==> config.mk <==
export PLATFORM = sky130hd
export DESIGN_NAME = btpl_front
export DESIGN_NICKNAME = d
export VERILOG_FILES = /design/src/rtl/btpl_pkg.sv /design/src/rtl/btpl_front.sv
export SDC_FILE = /design/constraint.sdc
export NUM_CORES = 1
export LEC_CHECK = 0
export CORE_ASPECT_RATIO = 1.1
export CORE_MARGIN = 2
export CORE_UTILIZATION = 30
export CTS_CLUSTER_DIAMETER = 100
export DETAILED_ROUTE_END_ITERATION = 10
export DONT_BUFFER_PORTS = 1
export PLACE_DENSITY = 0.41
export REMOVE_ABC_BUFFERS = 1
export SETUP_SLACK_MARGIN = 0.2
export SYNTH_ARGS = -nofsm -noshare
export SYNTH_HDL_FRONTEND = slang
export SYNTH_SLANG_ARGS = --single-unit
==> constraint.sdc <==
create_clock -name clk_i -period 41 [get_ports clk_i]
set_input_delay 2.05 -clock clk_i [delete_from_list [all_inputs] [get_ports clk_i]]
set_output_delay 2.05 -clock clk_i [all_outputs]
set_load 0.005 [all_outputs]
==> src/rtl/btpl_pkg.sv <==
// ----------------------------------------------------------------------------
// Binary trie prefix lookup package
// Shared payload types, command codes and constants of the lookup block.
// ----------------------------------------------------------------------------
package btpl_pkg;

  localparam logic [1:0] CMD_NODE   = 2'd0;
  localparam logic [1:0] CMD_LEAF   = 2'd1;
  localparam logic [1:0] CMD_LOOKUP = 2'd2;

  localparam logic [1:0] FAM_IPV4 = 2'd0;
  localparam logic [1:0] FAM_IPV6 = 2'd1;

  localparam logic [1:0] CFG_IPV4_ROOT  = 2'd0;
  localparam logic [1:0] CFG_NODE_COUNT = 2'd1;
  localparam logic [1:0] CFG_LEAF_COUNT = 2'd2;

  localparam logic [31:0] NET_NONE_BIT = 32'h8000_0000;
  localparam logic [31:0] MAPPED_TAG   = 32'h0000_FFFF;
  localparam logic [7:0]  V4_BITS      = 8'd32;
  localparam logic [7:0]  V6_BITS      = 8'd128;

  typedef struct packed {
    logic [1:0]  cmd;
    logic [19:0] entry_index;
    logic [19:0] child_zero;
    logic [19:0] child_one;
    logic [31:0] node_net;
    logic [15:0] leaf_country;
    logic [31:0] leaf_asn;
    logic [15:0] leaf_flags;
    logic [1:0]  family;
    logic [63:0] address_high;
    logic [63:0] address_low;
  } in_item_t;

  typedef struct packed {
    logic        found;
    logic [15:0] country;
    logic [31:0] asn;
    logic [15:0] net_flags;
    logic [18:0] leaf_index;
  } out_item_t;

  typedef enum logic [1:0] {
    JOB_NODE,
    JOB_LEAF,
    JOB_WALK,
    JOB_MISS
  } job_kind_e;

  typedef struct packed {
    job_kind_e    kind;
    logic [19:0]  index;
    logic [19:0]  child_zero;
    logic [19:0]  child_one;
    logic [31:0]  net;
    logic [63:0]  leaf;
    logic         v4;
    logic [127:0] bits;
  } job_t;

  typedef enum logic [1:0] {
    ST_IDLE,
    ST_WALK,
    ST_OUT
  } back_state_e;

endpackage

==> src/rtl/btpl_front.sv <==
// ----------------------------------------------------------------------------
// Binary trie prefix lookup front end
// Accepts input beats, classifies them into jobs and queues them.
// ----------------------------------------------------------------------------
module btpl_front (
  input  logic              clk_i,
  input  logic              rst_ni,
  input  logic              in_valid_i,
  output logic              in_stall_o,
  input  btpl_pkg::in_item_t in_data_i,
  output logic              job_valid_o,
  output btpl_pkg::job_t    job_o,
  input  logic              job_pop_i
);

  btpl_pkg::job_t q_mem [2];
  logic       wr_ptr_q, wr_ptr_d;
  logic       rd_ptr_q, rd_ptr_d;
  logic [1:0] cnt_q, cnt_d;
  logic       push, pop, mapped;
  btpl_pkg::job_t job_new;

  assign in_stall_o  = (cnt_q == 2'd2);
  assign job_valid_o = (cnt_q != 2'd0);
  assign job_o       = q_mem[rd_ptr_q];
  assign pop         = job_pop_i && job_valid_o;

  always_comb begin
    mapped = (in_data_i.address_high == 64'd0) &&
             (in_data_i.address_low[63:32] == btpl_pkg::MAPPED_TAG);
    job_new            = '0;
    job_new.index      = in_data_i.entry_index;
    job_new.child_zero = in_data_i.child_zero;
    job_new.child_one  = in_data_i.child_one;
    job_new.net        = in_data_i.node_net;
    job_new.leaf       = {in_data_i.leaf_country, in_data_i.leaf_asn, in_data_i.leaf_flags};
    job_new.kind       = btpl_pkg::JOB_MISS;
    push               = 1'b0;
    if (in_valid_i && !in_stall_o) begin
      unique case (in_data_i.cmd)
        btpl_pkg::CMD_NODE: begin
          push         = 1'b1;
          job_new.kind = btpl_pkg::JOB_NODE;
        end
        btpl_pkg::CMD_LEAF: begin
          push         = 1'b1;
          job_new.kind = btpl_pkg::JOB_LEAF;
        end
        btpl_pkg::CMD_LOOKUP: begin
          push = 1'b1;
          if (in_data_i.family == btpl_pkg::FAM_IPV4 ||
              (in_data_i.family == btpl_pkg::FAM_IPV6 && mapped)) begin
            job_new.kind = btpl_pkg::JOB_WALK;
            job_new.v4   = 1'b1;
            job_new.bits = {in_data_i.address_low[31:0], 96'd0};
          end else if (in_data_i.family == btpl_pkg::FAM_IPV6) begin
            job_new.kind = btpl_pkg::JOB_WALK;
            job_new.bits = {in_data_i.address_high, in_data_i.address_low};
          end
        end
        default: push = 1'b0;
      endcase
    end
  end

  always_comb begin
    wr_ptr_d = push ? ~wr_ptr_q : wr_ptr_q;
    rd_ptr_d = pop ? ~rd_ptr_q : rd_ptr_q;
    cnt_d    = cnt_q + {1'b0, push} - {1'b0, pop};
  end

  always_ff @(posedge clk_i or negedge rst_ni) begin
    if (!rst_ni) begin
      wr_ptr_q <= 1'b0;
      rd_ptr_q <= 1'b0;
      cnt_q    <= 2'd0;
    end else begin
      wr_ptr_q <= wr_ptr_d;
      rd_ptr_q <= rd_ptr_d;
      cnt_q    <= cnt_d;
    end
  end

  always_ff @(posedge clk_i) begin
    if (push) begin
      q_mem[wr_ptr_q] <= job_new;
    end
  end

endmodule

* Word level (Yosys, flattened, before mapping)
Memory sizes are Yosys's and may differ from the RTL's.
Cells that the tools add are included.
Widths: inputs -> output; s select.
** Cells by class
- $add $sub $neg :: 2
- Eq/ne operators :: 5
- Mux-type cells :: 13
- Bitwise gates (word level) :: 2
- Reduce and logical (&&, ||, !) cells :: 11
** Operators with widths (count)
- $mux 129 :: 2
- $mux 128 :: 2
- $logic_not 64->1 :: 1
- $eq 32x16->1 const B :: 1
- $mux 1 :: 7
- $pmux 2 s3 :: 1
- $eq 2x1->1 const B :: 2
- $eq 2x2->1 const B :: 2
- $logic_and 1x1->1 :: 4
- $logic_not 2->1 :: 2
- $reduce_or 3->1 :: 1
- $add 2x1->2 :: 1
- $mux 2 :: 1
- $not 1->1 :: 2
- $reduce_bool 2->1 :: 1
- $sub 2x1->2 :: 1
- $logic_not 1->1 :: 1
- $logic_or 1x1->1 :: 1
** Word-level totals
- Register bits :: 4
- Bits in writable memories :: 574
- Input port bits :: 292
- Output and inout bits :: 289
- Word-level logic and storage cells :: 37
- Memories :: 1
** Memories
- q_mem :: depth 2, width 287, read ports 1, clocked after Yosys merged registers in 0, wr ports 1, line btpl_front.sv:16 : btpl_pkg::job_t q_mem [2];

* Longest topological paths before layout
- Depth in word-level cells :: 7
- Mapped depth :: 9
- Gate-level depth less buffers :: 8

* Worst setup path after synthesis
OpenSTA, ideal clock, no wires.
- Kind :: input to register
- From :: input port in_valid_i
- To :: memory q_mem[0][0] (netlist bit) (enable)
- Data arrival time :: 14226 ps
- Data required time :: 40060 ps
- Setup slack :: 25833 ps
- Stages on the path :: 3
- Path buffers :: 0
- Cells stage by stage :: nand2b_1 a21o_1 nor2_1
** Between the ends
- Longest elaborated chain between the ends :: 4
** Ends and longest elaborated chain
- from (decl) :: line btpl_front.sv:8 : input logic in_valid_i,
- $logic_and 1x1->1 :: line btpl_front.sv:39 : if (in_valid_i && !in_stall_o) begin
- $mux 1 :: line btpl_front.sv:39
- $mux 1 :: line btpl_front.sv:85 : if (push) begin
- $mux 1 (implied by the code) :: line btpl_front.sv:86 : q_mem[wr_ptr_q] <= job_new;
- to (decl) :: line btpl_front.sv:16
No other way between the ends.

==> impl_metrics.json <==
{
  "post_cts_buffers": 0,
  "place_hpwl_um": 44800,
  "switching_share": 0.282,
  "drive_gt1_frac": 0.309,
  "worst_pin_slew_ns": 1.34,
  "portBuffers": 0,
  "synth_top_area_frac": 0.755,
  "clockBufferDepth": 3,
  "clk_latency_ns": 0.59,
  "numClockSinks": 578,
  "antenna_found_initial": 4,
  "postSynthCellCount": 1246,
  "rrSetupSlack_ns": 37.08,
  "ant_nets": 0,
  "hp-class": "reg -> reg",
  "hold_buffers": 0,
  "cts_buffers": 66,
  "tritoncts": "yes",
  "ios": 581,
  "finalSetupViolations": 0,
  "via_per_inst": 4.78,
  "dp.cells": 2226,
  "crit_path_end_kind": "output pin",
  "fp.dieW_um": 267,
  "grt_max_degree": 150,
  "first_pass_iters": 5,
  "path_buf_inv": 2,
  "drc": 0,
  "stdcell_count": 2344,
  "synth_area_leaders": "edfxtp_1 76%, mux2_2 14%, mux2i_1 1.4%, and2_1 1.3%, and3_1 1.3%",
  "cp_common_cell": "buf_4",
  "final_hold_viol_count": 0,
  "status": "completed",
  "clkPwrFrac": 0.321,
  "fin_skew_ns": 0.0229,
  "synth_area_um2": 22800,
  "peakVddDrop_v": 0.0000342,
  "internal-power_mw": 1.23,
  "grt_pass1_vias": 11900,
  "critPathSlowestCell": "dfrtp_4",
  "die_area_um2": 78300,
  "ys.flop_type": "edfxtp_1",
  "synth_edf_count": 574,
  "p_sw_mw": 0.482,
  "syn_to_final_growth_pct": 14.2,
  "powerDensity_nw_per_um2": 65.6,
  "slowest_delay_ns": 0.89,
  "crit_type": "reg -> out",
  "crit_family": "buffers and inverters",
  "grt_pass1_wl_um": 89100,
  "timing.final.max_slew_violations": 0,
  "fin_area_um2": 26100,
  "synth_seq_cells": 578,
  "layout_min_cycle_time_ns": 5.44,
  "critPathRequiredTime_ns": 38.95,
  "crit_arrival_ns": 3.39,
  "via_count": 11200,
  "wl_per_cell_um": 27.7,
  "tns_ns": 0,
  "cp_max_fo": 57,
  "rsz0062_at_grt": "false",
  "grt_overflow": 0,
  "ctsResizeCount": 0,
  "wirelength_um": 64900,
  "utilization": 0.344,
  "clk_pin_slew_ns": 0.06,
  "fmax_mhz": 184,
  "maxCapViolCount": 0,
  "synth_seq_area_share": 0.759,
  "core_um2": 75700,
  "dpl_cell_area_um2": 24000,
  "gp_congestion": 0.800,
  "fin_crit_sh": 0.133,
  "layout.nets": 1562,
  "async_reset_ff_frac": 0.00692,
  "cts-root-buf": "clkbuf_16",
  "path_cells": "buf_4, buf_4, mux2_2",
  "p_seq_frac": 0.467,
  "drt_iter0_drc": 579,
  "fp.dieH_um": 293,
  "syn_area_per_cell_um2": 18.3,
  "power_leakage_nw": 8.66,
  "yosys.area.top_type": "edfxtp_1",
  "htree_levels": 3,
  "synth.distinct_cells": 35,
  "p_comb_frac": 0.212,
  "start_util": 0.301,
  "rows": 106,
  "yosysWarnings": 0,
  "max-slew-margin-rel": 0.0926,
  "cp-start-kind": "flip-flop",
  "grtUsageTotal": 0.161
}
-- cell families (layout without fill, tap and decap cells) --
group	Yosys count	count (layout)	share of synthesized area
flops	578	578	0.759
fa+ha+maj	2	2	0.00110
other cells	0	2	0
buf+inv	67	137	0.0122
simple gates	240	240	0.0604
compound gates	37	37	0.0102
mux	318	318	0.155
xor+xnor	4	4	0.00153
-- metal layers --
metal  GRT usage  wire length, um
met1       0.163            22400
met2       0.282            33000
met3      0.0871             7990
met4      0.0478             1520
met5           0                0
-- layout by cell type, fill, tap and decap left out, drive strengths merged, types with 3 or more instances in the layout --
cell type	synthesis	final
edfxtp	574	574
mux2	287	287
clkbuf	50	79
nor2	68	68
and2	49	49
and3	48	48
nor4	36	36
clkinv	0	32
mux2i	31	31
a31oi	31	31
buf	15	19
nand4	12	12
nand2	5	5
nor4b	4	4
and4b	4	4
dfrtp	4	4
inv	2	4
or2	3	3
nand3	3	3
xnor2	3	3
a21oi	3	3
nor2b	3	3
-- worst paths after layout --
path                                 startpoint                      to  depth (start not counted)
min                          cnt_q[1]$_DFF_PN0_      cnt_q[1]$_DFF_PN0_                          1
min reg2reg                  cnt_q[1]$_DFF_PN0_      cnt_q[1]$_DFF_PN0_                          1
max                        rd_ptr_q$_DFFE_PN0P_              job_o[159]                          3
min in group asynchronous                rst_ni    rd_ptr_q$_DFFE_PN0P_                          0
max in group asynchronous                rst_ni    rd_ptr_q$_DFFE_PN0P_                          0
max reg2reg                  cnt_q[1]$_DFF_PN0_  q_mem[1][52]$_DFFE_PP_                          7
-- power by group through the flow --
stage / Combinational (mW) / Clock, mW / Sequential, mW
after detailed placement: 0.375 / 0 / 0.813
final: 0.362 / 0.549 / 0.799
after global placement: 0.375 / 0 / 0.810
after CTS: 0.377 / 0.571 / 0.801
after global routing: 0.391 / 0.591 / 0.808
after floorplan: 0.282 / 0 / 0.885
-- cell type report --
cell class	count	area (um^2)
antenna	2	5.00
timing repair buffer	19	155
clock inverter	37	274
sequential	578	17300
clock buffer	79	1740
fill	7211	49700
inverter	2	7.51
multi-input combinational	601	5260
tap	1026	1280
-- state kept, by name, summed over array words and instances (netlist names) --
register,count
q_mem,574
rd_ptr_q,1
cnt_q,2
wr_ptr_q,1
-- through the flow --
step	worst slack (ns)	total power [mW]	hold WS (ns)
finish	35.56	1.71	0.494
global route	35.32	1.79	0.512
CTS	35.43	1.75	0.494
detailed placement	35.62	1.19	0.482
global placement	35.64	1.19	0.478
floorplan	25.83	1.17	0.452
-- Yosys cell counts, drive strengths merged, types with 3 or more instances --
library cell and count:
nor4b 4, and2 49, buf 15, nand4 12
a21oi 3, or2 3, and4b 4, mux2i 31
mux2 287, nand3 3, edfxtp 574, nor4 36
nor2 68, nand2 5, and3 48, dfrtp 4
clkbuf 50, xnor2 3, a31oi 31, nor2b 3
Power figures use the tool's default switching activity.
